===== src/rtl/pfa_pkg.sv =====
`default_nettype none
// ----------------------------------------------------------------------------
// pfa_pkg - shared types and constants for the paging frame allocator
// Request codes, status codes, the wave that travels along the frame cells,
// the divider handshake and the controller states.
// ----------------------------------------------------------------------------
package pfa_pkg;

	localparam int ID_W    = 16;
	localparam int BYTES_W = 24;
	localparam int PS_W    = 16;
	localparam int CNT_W   = 7;
	localparam int CFG_IDX_W  = 4;
	localparam int CFG_DATA_W = 16;
	localparam int DIV_STEPS  = BYTES_W;
	localparam int DIV_CNT_W  = $clog2(DIV_STEPS + 1);

	localparam logic [CFG_IDX_W-1:0] CFG_PAGE_SIZE = CFG_IDX_W'(0);
	localparam logic [CFG_IDX_W-1:0] CFG_FRAMES    = CFG_IDX_W'(1);

	localparam logic [PS_W-1:0]  PAGE_SIZE_RESET = PS_W'(4096);
	localparam logic [CNT_W-1:0] FRAMES_RESET    = CNT_W'(64);
	localparam int CNT_MAX = (1 << CNT_W) - 1;

	localparam logic CMD_ALLOC = 1'b0;
	localparam logic CMD_FREE  = 1'b1;

	typedef enum logic [1:0] {
		ST_OK       = 2'd0,
		ST_NOSPACE  = 2'd1,
		ST_DUP      = 2'd2,
		ST_UNKNOWN  = 2'd3
	} status_t;

	typedef enum logic [1:0] {
		OP_CHECK = 2'd0,
		OP_ALLOC = 2'd1,
		OP_FREE  = 2'd2
	} wave_op_t;

	typedef struct packed {
		logic             active;
		wave_op_t         op;
		logic [ID_W-1:0]  id;
		logic [CNT_W-1:0] remain;
		logic [CNT_W-1:0] count;
		logic             hit;
	} wave_t;

	typedef struct packed {
		logic               start;
		logic [BYTES_W-1:0] dividend;
		logic [PS_W-1:0]    divisor;
	} div_req_t;

	typedef struct packed {
		logic               done;
		logic [BYTES_W-1:0] pages;
	} div_rsp_t;

	typedef enum logic [2:0] {
		S_IDLE,
		S_CHECK,
		S_ALLOC,
		S_FREE,
		S_REPLY
	} state_t;

	// Frames actually managed: the written count, capped at the table size.
	function automatic logic [CNT_W-1:0] managed_count(input logic [CNT_W-1:0] fiu,
		input logic [CNT_W-1:0] cap);
		managed_count = (fiu > cap) ? cap : fiu;
	endfunction

endpackage
`default_nettype wire


===== src/rtl/pfa_cell.sv =====
`default_nettype none
// ----------------------------------------------------------------------------
// pfa_cell - one frame of the allocation table
// Holds owner and valid bit, acts on the passing wave and hands it on.
// ----------------------------------------------------------------------------
module pfa_cell import pfa_pkg::*; #(
	parameter int INDEX = 0
) (
	input  wire logic             clk,
	input  wire logic             arst_n,
	input  wire logic             clr,
	input  wire logic [CNT_W-1:0] managed,
	input  wire wave_t            wave_in,
	output wave_t                 wave_out
);

	logic            valid_q;
	logic [ID_W-1:0] owner_q;
	wave_t           wave_q;
	wave_t           wave_nx;
	logic            en;
	logic            match;
	logic            take;
	logic            drop;

	assign en    = 11'(INDEX) < {4'b0, managed};
	assign match = valid_q && (owner_q == wave_in.id);

	always_comb begin
		wave_nx = wave_in;
		take    = 1'b0;
		drop    = 1'b0;
		if (wave_in.active) begin
			unique case (wave_in.op)
				OP_CHECK: begin
					wave_nx.hit = wave_in.hit | match;
				end
				OP_ALLOC: begin
					if (wave_in.remain != '0 && !valid_q && en) begin
						take           = 1'b1;
						wave_nx.remain = wave_in.remain - 1'b1;
						wave_nx.count  = wave_in.count + 1'b1;
					end
				end
				OP_FREE: begin
					if (match) begin
						drop          = 1'b1;
						wave_nx.count = wave_in.count + 1'b1;
					end
				end
				default: begin
					wave_nx.active = 1'b0;
				end
			endcase
		end
	end

	always_ff @(posedge clk or negedge arst_n) begin
		if (!arst_n) begin
			valid_q <= 1'b0;
			wave_q  <= '0;
		end else begin
			wave_q <= wave_nx;
			if (clr) begin
				valid_q <= 1'b0;
			end else if (take) begin
				valid_q <= 1'b1;
			end else if (drop) begin
				valid_q <= 1'b0;
			end
		end
	end

	always_ff @(posedge clk) begin
		if (take) begin
			owner_q <= wave_in.id;
		end
	end

	assign wave_out = wave_q;

endmodule
`default_nettype wire


===== config.mk =====
export PLATFORM = sky130hd
export DESIGN_NAME = pfa_cell
export DESIGN_NICKNAME = d
export VERILOG_FILES = /design/src/rtl/pfa_pkg.sv /design/src/rtl/pfa_cell.sv
export SDC_FILE = /design/constraint.sdc
export NUM_CORES = 1
export LEC_CHECK = 0
export ABC_CLOCK_PERIOD_IN_PS = 2900
export BUFFER_PORTS_ARGS = -buffer_cell sky130_fd_sc_hd__buf_4
export CELL_PAD_IN_SITES_DETAIL_PLACEMENT = 1
export CELL_PAD_IN_SITES_GLOBAL_PLACEMENT = 1
export CORE_UTILIZATION = 38
export DETAILED_ROUTE_END_ITERATION = 6
export HOLD_SLACK_MARGIN = 0.1
export PLACE_DENSITY = 0.78
export REMOVE_ABC_BUFFERS = 1
export SLEW_MARGIN = 25
export SYNTH_ARGS = -nofsm -noshare
export SYNTH_HDL_FRONTEND = slang
export SYNTH_SLANG_ARGS = --single-unit

===== constraint.sdc =====
create_clock -name clk -period 2.9 [get_ports clk]
set_input_delay 0.29 -clock clk [delete_from_list [all_inputs] [get_ports clk]]
set_output_delay 0.29 -clock clk [all_outputs]
set_load 0.05 [all_outputs]

==> impl_metrics.tcl, run 1 <==
set metrics [dict create \
    run_status "finished, final reports clean" \
    io_buffer_count 77 \
    io_pins 78 \
    place.detailed.hpwl_mm 4.22 \
    hold_violations 0 \
    setup_violations 0 \
    clk_pin_slew_ns 0.10 \
    cp_cell_sequence "dlygate4sd3_1 > buf_4 > xor2_1 > nor4_1 > nand4_1 > or3_1 > a22o_1 > a221o_1" \
    tritoncts "built" \
    yosysMostFrequentCell "dfrtp_1" \
    die_width_um 79.1 \
    rsz0062_at_grt "no" \
    timing.setup.tns_ns 0 \
    synth_edf_count 16 \
    r2r-start "owner_q[6]" \
    worst_slew_pin_slew_ns 0.476 \
    drt-pass1-iter-count 4 \
    leakage_nw 1.38 \
    grt_max_degree 36 \
    cts.sinks 51 \
    num-fill-cells 618 \
    yosysTopAreaCellShare_pct 38.7 \
    critical_path.max_fanout 6 \
    avgViaCountPerCell 5.10 \
    cts_made_buffers 5 \
    cp_slowest_cell "dlygate4sd3_1" \
    cts.repair.resized 0 \
    avgSynthCellArea_um2 12.2 \
    async_flop_share_pct 68.6 \
    max_clock_freq_mhz 389 \
    synth.top_cells.by_count "dfrtp_1, edfxtp_1, nor2_1, xnor2_1, xor2_1" \
    drtAntennaViolNets 0 \
    design_area_um2 3140 \
    final_net_count 331 \
    drive_gt1_share_pct 32.7 \
    synth_seq_cells 51 \
    timing.critical_path.from "wave_in[21]" \
    finalWorstSetupSlack_ns 0.329 \
    die_area_um2 6260 \
    drc_errors 0 \
    syn_to_final_growth_pct 39.1 \
    rows 27 \
    holdCritPathClass "input pin to register" \
    cp-endpoint "wave_out[2]" \
    grt_antenna_before_repair 0 \
    drtIter0Drc 102 \
    powerDensity_nw_per_um2 498 \
    drv_cap 0 \
    p_total_mw 1.57 \
    initial_core_util_pct 40.3 \
    cts_buffer_depth 2 \
    crit_family "simple AND/OR/NAND/NOR gates" \
    layout_min_cycle_time_ns 2.57 \
    relSlewSlack_pct 67.8 \
    dr_total_vias 1799 \
    diodes 0 \
    synth_seq_area_share_pct 60.0 \
    finalNonFillerCells 353 \
    wl_per_cell_um 16.1 \
    path_class "input pin to register" \
    ys.flop_type "dfrtp_1" \
    worstPathArrival_ns 2.76 \
    synth_top_area_cell "dfrtp_1" \
    die_h_um 79.1 \
    cts-root-buf "clkbuf_8" \
    post-route-period-util_pct 88.7 \
    worstSetupEndpointType "register" \
    place_area_um2 2930 \
    max_stage_delay_ns 0.55 \
    postSynthCellCount 186 \
    cp_num_cells 8 \
    ys_types 40 \
    cp.required_ns 3.09 \
    wl_mm 5.70 \
    yosysWarnings 0 \
    rr_endpoint "wave_out[2]" \
    fin_skew_ns 0.00977 \
    synth_area_leaders "dfrtp_1, edfxtp_1, xnor2_1, xor2_1, ha_1" \
    path_buf_inv 2 \
    worstRegToRegCells 6 \
    dp_cells 333 \
    pre_cts_slack_ns 0.538 \
    core_area_um2 5610 \
    grt_usage_pct 19.3 \
    worst_ir_drop_vdd_mv 0.262 \
    clk_latency_ns 0.31 \
    grt_pass1_vias 1893 \
    htreeDepth 2 \
    syn_area_um2 2260 \
    reg2reg_slack_ns 0.60 \
    overflow 0 \
    grt_pass1_wl_mm 9.28 \
    worstSetupStartpointType "input pin" \
    slew_violations 0 \
    gp_congestion 0.800 \
]
## through the flow
step,util [%],hold slack (ns)
2_1_floorplan,-,-0.00559
4_1_cts,55.2,0.103
5_1_grt,56.1,0.101
3_3_place_gp,52.2,0.276
3_5_place_dp,52.2,0.285
6_report,56.1,0.112
## layout by cell type, fill, tap and decap left out, drive strengths merged, types with 2 or more instances in the layout
master,instances
a21boi,4
and2,2
o31ai,2
xor2,12
edfxtp,16
nor2,12
o211ai,2
clkbuf,5
o41ai,3
nor4,6
nand2,11
nand3,8
nor3,4
inv,11
xnor2,12
ha,7
a21o,2
o21a,2
or3,4
o21ai,8
dfrtp,35
nand4,3
a31oi,2
dlygate4sd3,12
a311o,2
buf,79
## power by group
group,total (mW),leakage (nW),switching [mW],internal [mW]
Clock,0.433,0.0463,0.256,0.178
Combinational,0.340,0.778,0.214,0.126
Sequential,0.792,0.559,0.0121,0.780
Total,1.57,1.38,0.482,1.08
## worst min path at each step
stage / end / start / cells past startpoint
after detailed placement: wave_out[22] / arst_n / 1
after global routing: wave_out[28] / wave_in[28] / 1
final: wave_out[28] / wave_in[28] / 1
after global placement: wave_out[22] / arst_n / 1
after CTS: wave_out[21] / wave_in[21] / 1
after floorplan: valid_q / arst_n / 0
## layout make-up
| class | instances | area (um^2) | area share [%] |
|---|---|---|---|
| Sequential cell | 51 | 1360 | 43.1 |
| Clock inverter | 3 | 27.5 | 0.875 |
| Timing Repair Buffer | 91 | 713 | 22.7 |
| Multi-Input combinational cell | 121 | 851 | 27.1 |
| Clock buffer | 5 | 68.8 | 2.19 |
| Inverter | 10 | 37.5 | 1.19 |
| Tap cell | 72 | 90.1 | 2.87 |
## logic make-up (layout without fill, tap and decap cells)
family          Yosys count  in the layout  share of synthesized area, %
buf+inv                  14            109                          2.38
simple gates             54             54                          12.6
flops                    51             51                          60.0
mux                       2              2                         0.941
xor+xnor                 24             24                          9.30
compound gates           34             34                          10.9
fa+ha+maj                 7              7                          3.87
## worst reg2reg max path: cells and delay by family, from the launching register on
kind	cells	cell delay, ns
AND/OR/NAND/NOR	3	1.06
XOR/XNOR	1	0.17
flip-flops	1	0.41
AO/OA/AOI/OAI	2	0.55
## repair_timing
item,4_1_cts,5_1_grt
endpoints found under the hold margin,41,5
hold buffers,7,5
buffers inserted,0,0
## layer usage
metal  vias up  GRT usage, %  routed length (um)
met1       878          24.5                2450
met5         -             0                   0
li1        852             -                   -
met4         0          6.55                  89
met2        61          32.5                2870
met3         8          4.25                 297
## state kept, by name (all words and copies together), names as in the netlist
register and flops:
owner_q 16, valid_q 1, wave_out 34
Note: power is estimated with default switching activity, not from simulation.
==> run 2, diff against run 1 <==
BUFFER_PORTS_ARGS = default   (was -buffer_cell sky130_fd_sc_hd__buf_4)
CORE_UTILIZATION = 48   (was 38)
DONT_BUFFER_PORTS = 1   (was default)
PLACE_DENSITY = 0.77   (was 0.78)
==> run 2 against run 1 <==
  * The run now ends with DRC left
  * Sequential power grew 14%
  * Core utilization is 4.9 points higher
  * Worst setup slack better by 0.10 ns
  * Critical path depth is 2 lower
  * Die area fell by 20%
  * Flip-flop and latch count unchanged
  * First-iteration DRC count up 3.9%
  * Clock power grew 15%
  * Sequential share of layout area grew 6.9 points
==> impl_metrics.tcl, run 2 (synthesized netlist as in run 1, its figures left out) <==
set metrics [dict create \
    cp_slowest_cell "nor4_2" \
    timing.critical_path.from "owner_q[7]" \
    io_pins 78 \
    gp_congestion 0.868 \
    cts.repair.resized 0 \
    reg2reg_slack_ns 0.43 \
    diodes 0 \
    path_buf_inv 0 \
    clk_latency_ns 0.31 \
    die_h_um 70.6 \
    slew_violations 0 \
    grt_max_degree 36 \
    drive_gt1_share_pct 6.88 \
    overflow 0 \
    cp_cell_sequence "xor2_1 > nor4_1 > nand4_1 > nor4_2 > mux2i_1 > o21ai_0" \
    worstRegToRegCells 6 \
    largest_register_ffs 34 \
    cts-root-buf "clkbuf_8" \
    mostFrequentLayoutCell "dfrtp_1" \
    worst_slew_pin_slew_ns 0.757 \
    path_class "register to register" \
    cts.sinks 51 \
    layout_min_cycle_time_ns 2.47 \
    setup_violations 0 \
    fin_skew_ns 0.00847 \
    cp_num_cells 6 \
    die_area_um2 4990 \
    p_total_mw 1.55 \
    final_net_count 268 \
    num-fill-cells 468 \
    worstSetupStartpointType "register" \
    max_stage_delay_ns 0.72 \
    run_status "finished, violations left" \
    worstPathArrival_ns 2.69 \
    wl_mm 5.90 \
    failed_checks "DRC" \
    r2r-start "owner_q[7]" \
    drc_errors 14 \
    grt_pass1_vias 1832 \
    dr_total_vias 1617 \
    htreeDepth 2 \
    critical_path.max_fanout 7 \
    holdCritPathClass "input pin to register" \
    worst_ir_drop_vdd_mv 0.259 \
    holdPathEnd "wave_out[9]" \
    min_from "wave_in[9]" \
    grt_antenna_before_repair 0 \
    syn_to_final_growth_pct 19.9 \
    cts_made_buffers 5 \
    avgViaCountPerCell 5.99 \
    finalWorstSetupSlack_ns 0.430 \
    leakage_nw 1.09 \
    worstSetupEndpointType "register" \
    io_buffer_count 0 \
    tritoncts "built" \
    cts_buffer_depth 2 \
    rr_endpoint "wave_out[1]" \
    drt-pass1-iter-count 6 \
    min_path_cells 2 \
    rsz0062_at_grt "no" \
    place.detailed.hpwl_mm 3.83 \
    grt_usage_pct 25.6 \
    pre_cts_slack_ns 0.537 \
    drtAntennaViolNets 0 \
    die_width_um 70.6 \
    hold_violations 0 \
    post-route-period-util_pct 85.2 \
    core_area_um2 4440 \
    clk_pin_slew_ns 0.09 \
    crit_family "simple AND/OR/NAND/NOR gates" \
    rows 24 \
    drv_cap 0 \
    cp.required_ns 3.12 \
    max_clock_freq_mhz 405 \
    powerDensity_nw_per_um2 571 \
    layout_common_cells "dfrtp_1, dlygate4sd3_1, edfxtp_1" \
    drtIter0Drc 106 \
    initial_core_util_pct 50.9 \
    relSlewSlack_pct 49.1 \
    grt_pass1_wl_mm 9.56 \
    timing.setup.tns_ns 0 \
    wl_per_cell_um 21.9 \
]
==> run 2: cell type report <==
type                    instances  area, um^2  area share [%]
clock buffers                   5        68.8            2.54
clock inverters                 3        43.8            1.62
inverters                      10        37.5            1.39
multi-input cells             121         851            31.4
flip-flops and latches         51        1360            50.0
well taps                      52        65.1            2.40
repair buffers                 28         288            10.6
==> run 2: repair_timing <==
item,in CTS,in global routing
buffers inserted,0,0
endpoints found under the setup margin,0,0
endpoints found under the hold margin,76,0
hold buffers,27,0
==> run 2: layer usage <==
metal	up-vias	GRT usage (%)	share of wire (%)
li1	726	-	-
met1	811	30.0	41
met2	67	44.4	50
met3	13	7.41	6.5
met4	0	10.7	2.7
met5	-	0	0
==> run 2: report_power, final <==
| part | switching, mW | leakage [nW] | internal [mW] |
|---|---|---|---|
| registers | 0.125 | 0.559 | 0.778 |
| clock network | 0.242 | 0.0581 | 0.257 |
| logic | 0.0765 | 0.469 | 0.0679 |
==> run 2: how the worst max path moves through the flow <==
stage / end
floorplan: wave_out[2]
global placement: wave_out[2]
detailed placement: wave_out[1]
CTS: wave_out[1]
global route: wave_out[1]
finish: wave_out[1]
==> run 2: metrics by stage <==
step           hold slack, ns  area, um^2  util, %  cells
2_1_floorplan        -0.00559        2240        -    182
3_3_place_gp         -0.00482        2320     52.1    235
3_5_place_dp         -0.00490        2320     52.1    235
4_1_cts                 0.110        2710     61.0    270
5_1_grt                 0.104        2710     61.0    270
6_report                0.117        2710     61.0    270
