`config.mk`:
```
export PLATFORM = sky130hd
export DESIGN_NAME = pfa_div
export DESIGN_NICKNAME = d
export VERILOG_FILES = /design/src/rtl/pfa_pkg.sv /design/src/rtl/pfa_div.sv
export SDC_FILE = /design/constraint.sdc
export NUM_CORES = 1
export LEC_CHECK = 0
export BUFFER_PORTS_ARGS = -buffer_cell sky130_fd_sc_hd__buf_4
export CORE_MARGIN = 8
export CORE_UTILIZATION = 58
export DETAILED_ROUTE_END_ITERATION = 6
export PLACE_DENSITY_LB_ADDON = 0.12
export SYNTH_ARGS = -nofsm -noshare
export SYNTH_HDL_FRONTEND = slang
export SYNTH_SLANG_ARGS = --single-unit
```
`constraint.sdc`:
```
create_clock -name clk -period 2.6 [get_ports clk]
set_input_delay 0 -clock clk [delete_from_list [all_inputs] [get_ports clk]]
set_output_delay 0 -clock clk [all_outputs]
set_load 0.01 [all_outputs]
```
`src/rtl/pfa_pkg.sv`:
```
`default_nettype none
// ----------------------------------------------------------------------------
// pfa_pkg - shared types and constants for the paging frame allocator
// Request codes, status codes, the wave that travels along the frame cells,
// the divider handshake and the controller states.
// ----------------------------------------------------------------------------
package pfa_pkg;

	localparam int ID_W    = 16;
	localparam int BYTES_W = 24;
	localparam int PS_W    = 16;
	localparam int CNT_W   = 7;
	localparam int CFG_IDX_W  = 4;
	localparam int CFG_DATA_W = 16;
	localparam int DIV_STEPS  = BYTES_W;
	localparam int DIV_CNT_W  = $clog2(DIV_STEPS + 1);

	localparam logic [CFG_IDX_W-1:0] CFG_PAGE_SIZE = CFG_IDX_W'(0);
	localparam logic [CFG_IDX_W-1:0] CFG_FRAMES    = CFG_IDX_W'(1);

	localparam logic [PS_W-1:0]  PAGE_SIZE_RESET = PS_W'(4096);
	localparam logic [CNT_W-1:0] FRAMES_RESET    = CNT_W'(64);
	localparam int CNT_MAX = (1 << CNT_W) - 1;

	localparam logic CMD_ALLOC = 1'b0;
	localparam logic CMD_FREE  = 1'b1;

	typedef enum logic [1:0] {
		ST_OK       = 2'd0,
		ST_NOSPACE  = 2'd1,
		ST_DUP      = 2'd2,
		ST_UNKNOWN  = 2'd3
	} status_t;

	typedef enum logic [1:0] {
		OP_CHECK = 2'd0,
		OP_ALLOC = 2'd1,
		OP_FREE  = 2'd2
	} wave_op_t;

	typedef struct packed {
		logic             active;
		wave_op_t         op;
		logic [ID_W-1:0]  id;
		logic [CNT_W-1:0] remain;
		logic [CNT_W-1:0] count;
		logic             hit;
	} wave_t;

	typedef struct packed {
		logic               start;
		logic [BYTES_W-1:0] dividend;
		logic [PS_W-1:0]    divisor;
	} div_req_t;

	typedef struct packed {
		logic               done;
		logic [BYTES_W-1:0] pages;
	} div_rsp_t;

	typedef enum logic [2:0] {
		S_IDLE,
		S_CHECK,
		S_ALLOC,
		S_FREE,
		S_REPLY
	} state_t;

	// Frames actually managed: the written count, capped at the table size.
	function automatic logic [CNT_W-1:0] managed_count(input logic [CNT_W-1:0] fiu,
		input logic [CNT_W-1:0] cap);
		managed_count = (fiu > cap) ? cap : fiu;
	endfunction

endpackage
`default_nettype wire

```
`src/rtl/pfa_div.sv`:
```
`default_nettype none
// ----------------------------------------------------------------------------
// pfa_div - page count divider
// Restoring divider, one quotient bit a cycle, then a rounding step that
// turns quotient and remainder into a page count rounded up.
// ----------------------------------------------------------------------------
module pfa_div import pfa_pkg::*; (
	input  wire logic     clk,
	input  wire logic     arst_n,
	input  wire div_req_t req,
	output div_rsp_t      rsp
);

	logic                 busy_q;
	logic                 done_q;
	logic [DIV_CNT_W-1:0] cnt_q;
	logic [BYTES_W-1:0]   dvd_q;
	logic [PS_W-1:0]      rem_q;
	logic [PS_W-1:0]      dvs_q;
	logic [BYTES_W-1:0]   pages_q;

	logic [PS_W:0] trial;
	logic [PS_W:0] diff;
	logic          ge;

	assign trial = {rem_q, dvd_q[BYTES_W-1]};
	assign diff  = trial - {1'b0, dvs_q};
	assign ge    = trial >= {1'b0, dvs_q};

	always_ff @(posedge clk or negedge arst_n) begin
		if (!arst_n) begin
			busy_q <= 1'b0;
			done_q <= 1'b0;
			cnt_q  <= '0;
		end else if (req.start) begin
			busy_q <= 1'b1;
			done_q <= 1'b0;
			cnt_q  <= DIV_CNT_W'(DIV_STEPS);
		end else if (busy_q) begin
			if (cnt_q != '0) begin
				cnt_q <= cnt_q - 1'b1;
			end else begin
				busy_q <= 1'b0;
				done_q <= 1'b1;
			end
		end
	end

	always_ff @(posedge clk) begin
		if (req.start) begin
			dvd_q <= req.dividend;
			rem_q <= '0;
			// a zero page size divides as one
			dvs_q <= (req.divisor == '0) ? PS_W'(1) : req.divisor;
		end else if (busy_q && cnt_q != '0) begin
			rem_q <= ge ? diff[PS_W-1:0] : trial[PS_W-1:0];
			dvd_q <= {dvd_q[BYTES_W-2:0], ge};
		end
		if (busy_q && cnt_q == '0) begin
			pages_q <= dvd_q + BYTES_W'(rem_q != '0);
		end
	end

	assign rsp.done  = done_q;
	assign rsp.pages = pages_q;

endmodule
`default_nettype wire

```
==> reports/metrics.csv, run 1 <==
metric,value,unit
status,"complete, no violations",
"FF+latch count, synth",87,
Worst-path clk slew,0.09,ns
final hold vios,0,
clock root cell,clkbuf_8,
Worst Path Required,2.83,ns
Die W,106,microns
Area Overhead vs Synth,26.0,%
Pwr Density,864,mW/mm^2
Routed WL,10.7,mm
critical path class,flop to flop,
number of global-route vias before repair,3652,
"delay-heaviest family, CP",compound AO/OA/AOI/OAI gates,
crit end category,flop,
"top cells by count, synth","64 x edfxtp_1, 29 x xnor2_1, 27 x a21oi_1",
sequential share of the synthesized area,0.510,
ys flop type,edfxtp_1,
global-route wire length before repair,17.6,mm
syn nets,494,
crit share post-route,0.970,
layout net count,594,
largest net degree at the start of global routing,46,
Gate power share,0.420,
WL/cell,16.7,microns
worst-path fanout max,5,
"count leader, synth",edfxtp_1,
Non-Filler Instances,640,
Sw Share,0.367,
endpoints failing setup,0,
post-synth top area share,0.405,
Antenna Violating Nets Remaining,0,
switching pwr,1890,uW
detailed router's first-iteration violation count,169,
DR vias,3597,
hpwl dp,7.38,mm
"Slew Viols, Final",0,
CTS tree,built,
Worst-Skew Late Latency,0.36,ns
Max Cap Violations,0,
Yosys top cell by area,edfxtp_1,
die area,0.0113,sq mm
Vias per Instance,5.62,
fmax,397,MHz
Async SR Flop Fraction,0.0805,
crit-path cells,inv_1 -> ha_1 -> and4_1 -> a2111oi_4 -> o21ai_2 -> a311oi_4 -> buf_4 -> mux2i_1 -> a21oi_1,
Final Util,0.742,
Clock Power Share,0.187,
Starting Density,0.589,
DRC,0,
core box area,0.00805,sq mm
Tot GR Track Use,0.193,
Worst slew margin,0.616,
HP Class,input port to flop,
gr ovfl total,0,
# IOs,68,
post-route design area,0.00597,sq mm
"slowest stage delay, CP",0.42,ns
Post-Syn Area per Cell,11.0,sq um
Die Ht,106,microns
leak pwr,0.00248,uW
Placed Area,0.00530,sq mm
Port Buf Inserts,67,
YS warnings,0,
worst-margin pin slew,0.575,ns
num rows,33,
top post-synthesis cells by area,"edfxtp_1 41%, dfxtp_1 6.8%, mux2_2 5.5%",
GP Congestion,0.864,
crit path time final,2.52,ns
clk_skew,0.0157,ns
sequential power share,0.394,
Inserted Diodes,0,
crit path DAT,2.76,ns
Placed Cells incl. Taps,578,
layout cells sized above 1,0.230,
synthesized area,0.00474,sq mm
maximum vdd drop,0.431,mV
Buffers & Inverters on Critical Path,2,
Mapped Cells,430,
antenna violations before repair,0,
Post-synth EDFFs,64,
Internal,3270,uW
Startpoint Class,flop,
post-synth cell types,53,
Num CTS Buffers,9,
clock buffer depth,2,
clock sinks,87,
drt first pass iters,4,
Setup TNS,0,ns
H-tree Lvls,3,
CP max stage cell,edfxtp_1,
cells in the final DEF (no fill, tap or decap), drive strengths merged, types with 5 or more instances in the layout:
cell type     n
a21oi        28
and3         13
and4          5
buf          78
clkbuf        9
dfrtp         7
dfxtp        16
dlygate4sd3  42
edfxtp       64
ha           20
inv          25
mux2         23
mux2i        10
nand2        24
nand2b        8
nand3        16
nand4         6
nor2         16
nor3          7
nor4          8
o21ai        24
xnor2        29
xor2          7
state kept, by name, indices dropped and copies added (netlist names):
signal and cells:
dvd_q 24, busy_q 1, done_q 1, pages_q 24, dvs_q 16, rem_q 16
cnt_q 5
stage by stage:
stage,setup slack [ns],total power [uW],hold WS [ns]
final,0.0780,5160,0.153
after detailed placement,0.0191,4010,-0.182
after CTS,0.00945,5040,0.141
after global routing,-0.0148,5480,0.166
after floorplan,0.366,3520,-0.296
after global placement,0.0432,3980,-0.183
cell type report:
type / instances / area [sq um]
clock buffer: 9 / 124
fill: 543 / 2080
timing repair buffer: 120 / 1010
tap: 105 / 131
multi-input combinational: 289 / 2120
inverter: 23 / 86.3
clock inverter: 7 / 78.8
sequential: 87 / 2420
final timing paths:
kind / slack [ns] / cells after the start / from / endpoint
max in group asynchronous: 1.75 / 3 / arst_n / cnt_q[3]$_DFFE_PN0P_
hold / removal: 0.15 / 2 / req[40] / cnt_q[0]$_DFFE_PN0P_
setup reg to reg: 0.08 / 9 / dvs_q[15]$_SDFFCE_PN0P_ / rem_q[5]$_SDFFE_PP0P_
hold reg to reg: 0.52 / 1 / done_q$_DFFE_PN0P_ / done_q$_DFFE_PN0P_
min in group asynchronous: 0.60 / 3 / arst_n / cnt_q[4]$_DFFE_PN0P_
setup / recovery: 0.08 / 9 / dvs_q[15]$_SDFFCE_PN0P_ / rem_q[5]$_SDFFE_PP0P_
power groups by stage:
stage               Combinational (uW)  Sequential, uW  Clock (uW)
finish                            2170            2030         963
global route                      2390            2060        1030
CTS                               2040            2020         989
detailed placement                1970            2050           0
global placement                  1940            2040           0
floorplan                         1560            1960           0
layer usage:
metal / share of wire / GRT usage / vias up
met1: 0.44 / 0.250 / 1708
li1: - / - / 1766
met2: 0.48 / 0.311 / 108
met5: 0 / 0 / -
met3: 0.061 / 0.0423 / 15
met4: 0.014 / 0.0693 / 0
timing repair:
action | in CTS | in global routing
resized for setup | 0 | 7
hold endpoints to repair | 47 | 0
hold buffers | 42 | 0
setup endpoints to repair | 0 | 14
buffers inserted | 0 | 2
cells by family (layout without fill, tap and decap cells):
| logic type | count (synthesis) | after routing | share of synthesized area |
|---|---|---|---|
| muxes | 33 | 33 | 0.0757 |
| xor gates and xnor gates | 36 | 36 | 0.0665 |
| DFF | 87 | 87 | 0.510 |
| AOI/OAI and AO/OA | 81 | 81 | 0.111 |
| and+or+nand+nor | 118 | 118 | 0.133 |
| adders and majority gates | 21 | 21 | 0.0570 |
| buffers and inverters | 54 | 159 | 0.0462 |
worst register-to-register path: stages, from the launching register on:
cell       delay (ns)
edfxtp_1         0.42
inv_1            0.08
ha_1             0.29
and4_1           0.26
a2111oi_4        0.39
o21ai_2          0.12
a311oi_4         0.35
buf_4            0.22
mux2i_1          0.19
a21oi_1          0.08
Note: power is estimated with default switching activity, not from simulation.
==> run 2: changes to the inputs <==
BUFFER_PORTS_ARGS = -buffer_cell sky130_fd_sc_hd__buf_2   (was -buffer_cell sky130_fd_sc_hd__buf_4)
CTS_CLUSTER_SIZE = 8   (was not set)
GPL_ROUTABILITY_DRIVEN = 0   (was not set)
==> run 2 against run 1 <==
Sequential power hardly changed. Worst hold slack worse by 0.0057 ns. Critical endpoint is now rem_q[4]$_SDFFE_PP0P_. Maximum frequency is 2.2% higher. Clock skew is 0.0037 ns lower. Largest power group unchanged. Combinational power is 3% lower. Setup slack better by 0.055 ns. Global-route usage is 0.61 points lower. Final cell count is 0.16% lower. Clock power is 2% higher. Largest cell class unchanged. Critical path type unchanged. First-iteration DRC count is 11% lower. Routed wire length is 3.8% lower.
==> reports/metrics.csv, run 2 (synthesis gave the netlist of run 1 again) <==
metric,value,unit,change
global-route wire length before repair,17.1,mm,-2.6%
crit path DAT,2.71,ns,-0.05 ns
"Slew Viols, Final",0,,unchanged
Starting Density,0.589,,unchanged
top flop regs,"dvd_q x24, pages_q x24",,
Die Ht,106,microns,unchanged
worst-path fanout max,5,,unchanged
crit end category,flop,,
endpoints failing setup,0,,unchanged
Sw Share,0.369,,+0.00242
die area,0.0113,sq mm,unchanged
sequential power share,0.397,,+0.003
final hold vios,0,,unchanged
Final WS setup,0.133,ns,+0.0548 ns
Die W,106,microns,unchanged
gr ovfl total,0,,unchanged
number of global-route vias before repair,3566,,-2.4%
Clock Power Share,0.192,,+0.005
Setup TNS,0,ns,unchanged
switching pwr,1880,uW,-0.35%
Worst Path Required,2.85,ns,+0.02 ns
Worst-path clk slew,0.09,ns,about the same
Port Buf Inserts,67,,unchanged
# fillers,589,,+8.5%
Worst-Skew Late Latency,0.37,ns,about the same
Non-Filler Instances,639,,-0.16%
clock root cell,clkbuf_8,,
detailed router's first-iteration violation count,151,,-11%
Worst slew margin,0.651,,+0.0344
hpwl dp,7.33,mm,-0.64%
status,"complete, no violations",,
Routed WL,10.3,mm,-3.8%
Gate power share,0.411,,-0.009
H-tree Lvls,3,,unchanged
Internal,3220,uW,-1.4%
Startpoint Class,flop,,
DR vias,3546,,-1.4%
drt first pass iters,4,,unchanged
critical path class,flop to flop,,
clk_skew,0.0120,ns,-0.00367 ns
"commonest non-fill, non-tap cell in the layout",buf_2,,
CTS tree,built,,
Max Cap Violations,0,,unchanged
crit path time final,2.47,ns,-0.0548 ns
Final Power,5110,uW,-1.0%
Num CTS Buffers,9,,unchanged
num rows,33,,unchanged
area of the multi-input gates,0.00212,sq mm,-0.29%
Vias per Instance,5.55,,-1.3%
register area,0.00242,sq mm,unchanged
layout net count,593,,-0.17%
Pwr Density,882,mW/mm^2,+2.1%
DP Worst Slack,0.0712,ns,+0.0521 ns
crit share post-route,0.949,,-0.0211
WL/cell,16.1,microns,-3.6%
maximum vdd drop,0.465,mV,+7.9%
antenna violations before repair,0,,unchanged
Tot GR Track Use,0.187,,-0.00612
layout cells sized above 1,0.223,,-0.00706
leak pwr,0.00242,uW,-2.5%
fmax,405,MHz,+2.2%
# IOs,68,,unchanged
HP Class,input port to flop,,
Placed Cells incl. Taps,579,,+0.17%
clock sinks,87,,unchanged
largest net degree at the start of global routing,30,,-35%
Area Overhead vs Synth,22.1,%,
Inserted Diodes,0,,unchanged
Final Util,0.719,,-0.0225
worst-margin pin slew,0.518,ns,-0.0571 ns
most frequent cells in the layout,"68 x buf_2, 64 x edfxtp_1, 42 x dlygate4sd3_1, 29 x xnor2_1, 27 x a21oi_1",,
Antenna Violating Nets Remaining,0,,unchanged
DRC,0,,unchanged
core box area,0.00805,sq mm,unchanged
clock buffer depth,2,,unchanged
==> run 2: cell type report <==
cell class,count,area share
inverter,23,0.0149
timing repair buffer,119,0.144
clock buffer,10,0.0220
multi-input combinational,289,0.366
clock inverter,6,0.0130
tap,105,0.0227
sequential,87,0.417
==> run 2: worst paths after layout <==
check | from | endpoint | slack (ns) | cells past startpoint
setup / recovery | rem_q[14]$_SDFFE_PP0P_ | rem_q[4]$_SDFFE_PP0P_ | 0.13 | 8
hold / removal | req[40] | dvs_q[6]$_SDFFCE_PN0P_ | 0.15 | 1
setup reg to reg | rem_q[14]$_SDFFE_PP0P_ | rem_q[4]$_SDFFE_PP0P_ | 0.13 | 8
hold reg to reg | done_q$_DFFE_PN0P_ | done_q$_DFFE_PN0P_ | 0.52 | 1
max in group asynchronous | arst_n | busy_q$_DFF_PN0_ | 1.79 | 3
min in group asynchronous | arst_n | cnt_q[1]$_DFFE_PN0P_ | 0.57 | 3
==> run 2: critical path: stages (launching register included) <==
cell	delay, ns
dfxtp_1	0.37
ha_1	0.39
and4_1	0.26
a2111oi_4	0.34
o21ai_1	0.17
a311oi_4	0.31
buf_2	0.24
mux2i_1	0.19
a21oi_1	0.08
==> run 2: repair_timing <==
| action | in CTS | in global routing |
|---|---|---|
| endpoints found under the hold margin | 47 | 0 |
| setup buffers | 0 | 1 |
| resized for setup | 0 | 4 |
| endpoints found under the setup margin | 0 | 12 |
| hold buffers | 42 | 0 |
==> run 2: per-layer routing <==
layer | GRT usage | part of all wire
met5 | 0 | 0
met4 | 0.0663 | 0.014
met3 | 0.0399 | 0.059
met2 | 0.299 | 0.48
met1 | 0.244 | 0.45
==> run 2: power groups by stage <==
stage / clock (uW) / combinational (uW) / sequential, uW
finish: 982 / 2100 / 2030
global placement: 0 / 1920 / 2040
CTS: 995 / 2010 / 2020
detailed placement: 0 / 1950 / 2050
floorplan: 0 / 1560 / 1960
global route: 1040 / 2310 / 2060
==> run 2: stage by stage <==
step / instance area, sq um / hold slack (ns)
final: 5790 / 0.147
after global routing: 5790 / 0.179
after CTS: 5760 / 0.151
after detailed placement: 5130 / -0.160
after global placement: 5130 / -0.161
after floorplan: 4740 / -0.296
==> run 3: changes to the inputs <==
RECOVER_POWER = 25   (was not set)
==> run 3 against run 2 <==
Setup slack barely moved. Register-to-register slack barely moved. Via count barely moved. Design area fell by 0.48%. Global-route usage did not move. Sequential cell count did not move. Clock-buffer cell count did not move. Clock skew rose by 0.0012 ns. Critical path depth did not move. Clock power barely moved. Combinational power barely moved. Worst hold slack improved by 0.23 ns.
==> reports/metrics.csv, run 3 (synthesis gave the netlist of run 1 again) <==
metric,value,unit,change
status,"complete, no violations",,
leak pwr,0.00236,uW,-2.5%
global-route wire length before repair,17.1,mm,unchanged
crit path time final,2.47,ns,-0.0000250 ns
Clock Power Share,0.193,,about the same
number of global-route vias before repair,3566,,unchanged
Port Buf Inserts,67,,unchanged
CTS tree,built,,
crit-path cells,ha_1 -> and4_1 -> a2111oi_4 -> o21ai_1 -> a311oi_4 -> buf_2 -> mux2i_1 -> a21oi_1,,
layout cells sized above 1,0.182,,-0.0412
Final Power,5100,uW,-0.11%
Setup TNS,0,ns,unchanged
crit path DAT,2.71,ns,about the same
worst-path fanout max,5,,unchanged
hold depth,2,,+1
Die W,106,microns,unchanged
DR vias,3545,,-0.028%
Vias per Instance,5.55,,about the same
DRC,0,,unchanged
H-tree Lvls,3,,unchanged
crit end category,flop,,
detailed router's first-iteration violation count,141,,-6.6%
# fillers,604,,+2.5%
Area Overhead vs Synth,21.6,%,
Worst Path Required,2.84,ns,about the same
most frequent cells in the layout,"64 x edfxtp_1, 46 x buf_2, 42 x dlygate4sd3_1, 29 x xnor2_1, 27 x a21oi_1",,
switching pwr,1880,uW,-0.14%
Die Ht,106,microns,unchanged
Worst-path clk slew,0.09,ns,about the same
# IOs,68,,unchanged
final hold vios,0,,unchanged
Pwr Density,885,mW/mm^2,+0.36%
endpoints failing setup,0,,unchanged
Inserted Diodes,0,,unchanged
worst-margin pin slew,1.25,ns,+0.737 ns
Gate power share,0.410,,about the same
Sw Share,0.369,,about the same
Starting Density,0.589,,unchanged
gr ovfl total,0,,unchanged
layout net count,593,,unchanged
"commonest non-fill, non-tap cell in the layout",edfxtp_1,,
CP max stage cell,ha_1,,
largest net degree at the start of global routing,30,,unchanged
Internal,3220,uW,about the same
sequential power share,0.397,,about the same
Tot GR Track Use,0.187,,unchanged
num rows,33,,unchanged
"slowest stage delay, CP",0.39,ns,about the same
"delay-heaviest family, CP",compound AO/OA/AOI/OAI gates,,
clock buffer depth,2,,unchanged
clock sinks,87,,unchanged
HP Class,input port to flop,,
critical path class,flop to flop,,
core box area,0.00805,sq mm,unchanged
Routed WL,10.3,mm,+0.22%
clock root cell,clkbuf_8,,
Num CTS Buffers,9,,unchanged
Buffers & Inverters on Critical Path,1,,unchanged
fmax,405,MHz,about the same
Startpoint Class,flop,,
Max Cap Violations,0,,unchanged
die area,0.0113,sq mm,unchanged
area of the multi-input gates,0.00212,sq mm,unchanged
Reg2Reg Depth,8,,unchanged
Antenna Violating Nets Remaining,0,,unchanged
"Slew Viols, Final",0,,unchanged
Worst-Skew Late Latency,0.37,ns,about the same
drt first pass iters,4,,unchanged
WL/cell,16.1,microns,+0.22%
crit share post-route,0.949,,about the same
CP Depth,8,,unchanged
top flop regs,"dvd_q x24, pages_q x24",,
maximum vdd drop,0.462,mV,-0.64%
antenna violations before repair,0,,unchanged
clk_skew,0.0132,ns,+0.00119 ns
register area,0.00242,sq mm,unchanged
hpwl dp,7.33,mm,unchanged
CP startpoint,rem_q[14]$_SDFFE_PP0P_,,
hold_sp,req[15],,
reg-to-reg startpoint,rem_q[14]$_SDFFE_PP0P_,,
Worst slew margin,0.163,,-0.487
## run 3: cell types whose count changed in the layout (fill, tap and decap cells not counted), sizes merged
cell / change
buf: -22
clkbuf: +22
## run 3: power by group through the flow
stage	Sequential, uW	Combinational, uW	Clock [uW]
floorplan	1960	1560	0
global placement	2040	1920	0
detailed placement	2050	1950	0
CTS	2020	2010	995
global route	2060	2310	1040
finish	2030	2090	983
## run 3: what timing repair did
action	CTS	global route
gates resized for setup	0	4
hold buffers	42	0
buffers inserted	0	1
hold endpoints to repair	47	0
setup endpoints to repair	0	12
## run 3: per-stage QoR
step	cells	utilization	hold slack (ns)	worst slack, ns	instance area [sq um]
5_1_grt	639	0.716	0.394	-0.00346	5760
4_1_cts	637	0.715	0.151	0.0563	5760
6_report	639	0.716	0.380	0.133	5760
3_3_place_gp	579	0.638	-0.161	0.117	5130
2_1_floorplan	430	-	-0.296	0.366	4740
3_5_place_dp	579	0.638	-0.160	0.0712	5130
## run 3: path summary, 6_finish.rpt
check | to | slack [ns]
worst max-delay path | rem_q[4]$_SDFFE_PP0P_ | 0.13
worst min-delay path | dvs_q[15]$_SDFFCE_PN0P_ | 0.38
worst max register to register | rem_q[4]$_SDFFE_PP0P_ | 0.13
worst min register to register | done_q$_DFFE_PN0P_ | 0.52
max in group asynchronous | busy_q$_DFF_PN0_ | 1.79
min in group asynchronous | cnt_q[1]$_DFFE_PN0P_ | 0.57
## run 3: per-layer routing
layer  track usage  vias up  part of all wire
met5             0        -                 0
met4        0.0663        0            0.0088
met3        0.0399       10             0.062
met2         0.299      101              0.48
met1         0.244     1655              0.45
li1              -     1779                 -
## run 3: area by class of cell
class | instances | share of cell area
flip-flops and latches | 87 | 0.419
inverters | 23 | 0.0150
clock inverters | 6 | 0.0130
repair buffers | 119 | 0.140
clock buffers | 10 | 0.0221
well taps | 105 | 0.0228
multi-input cells | 289 | 0.367
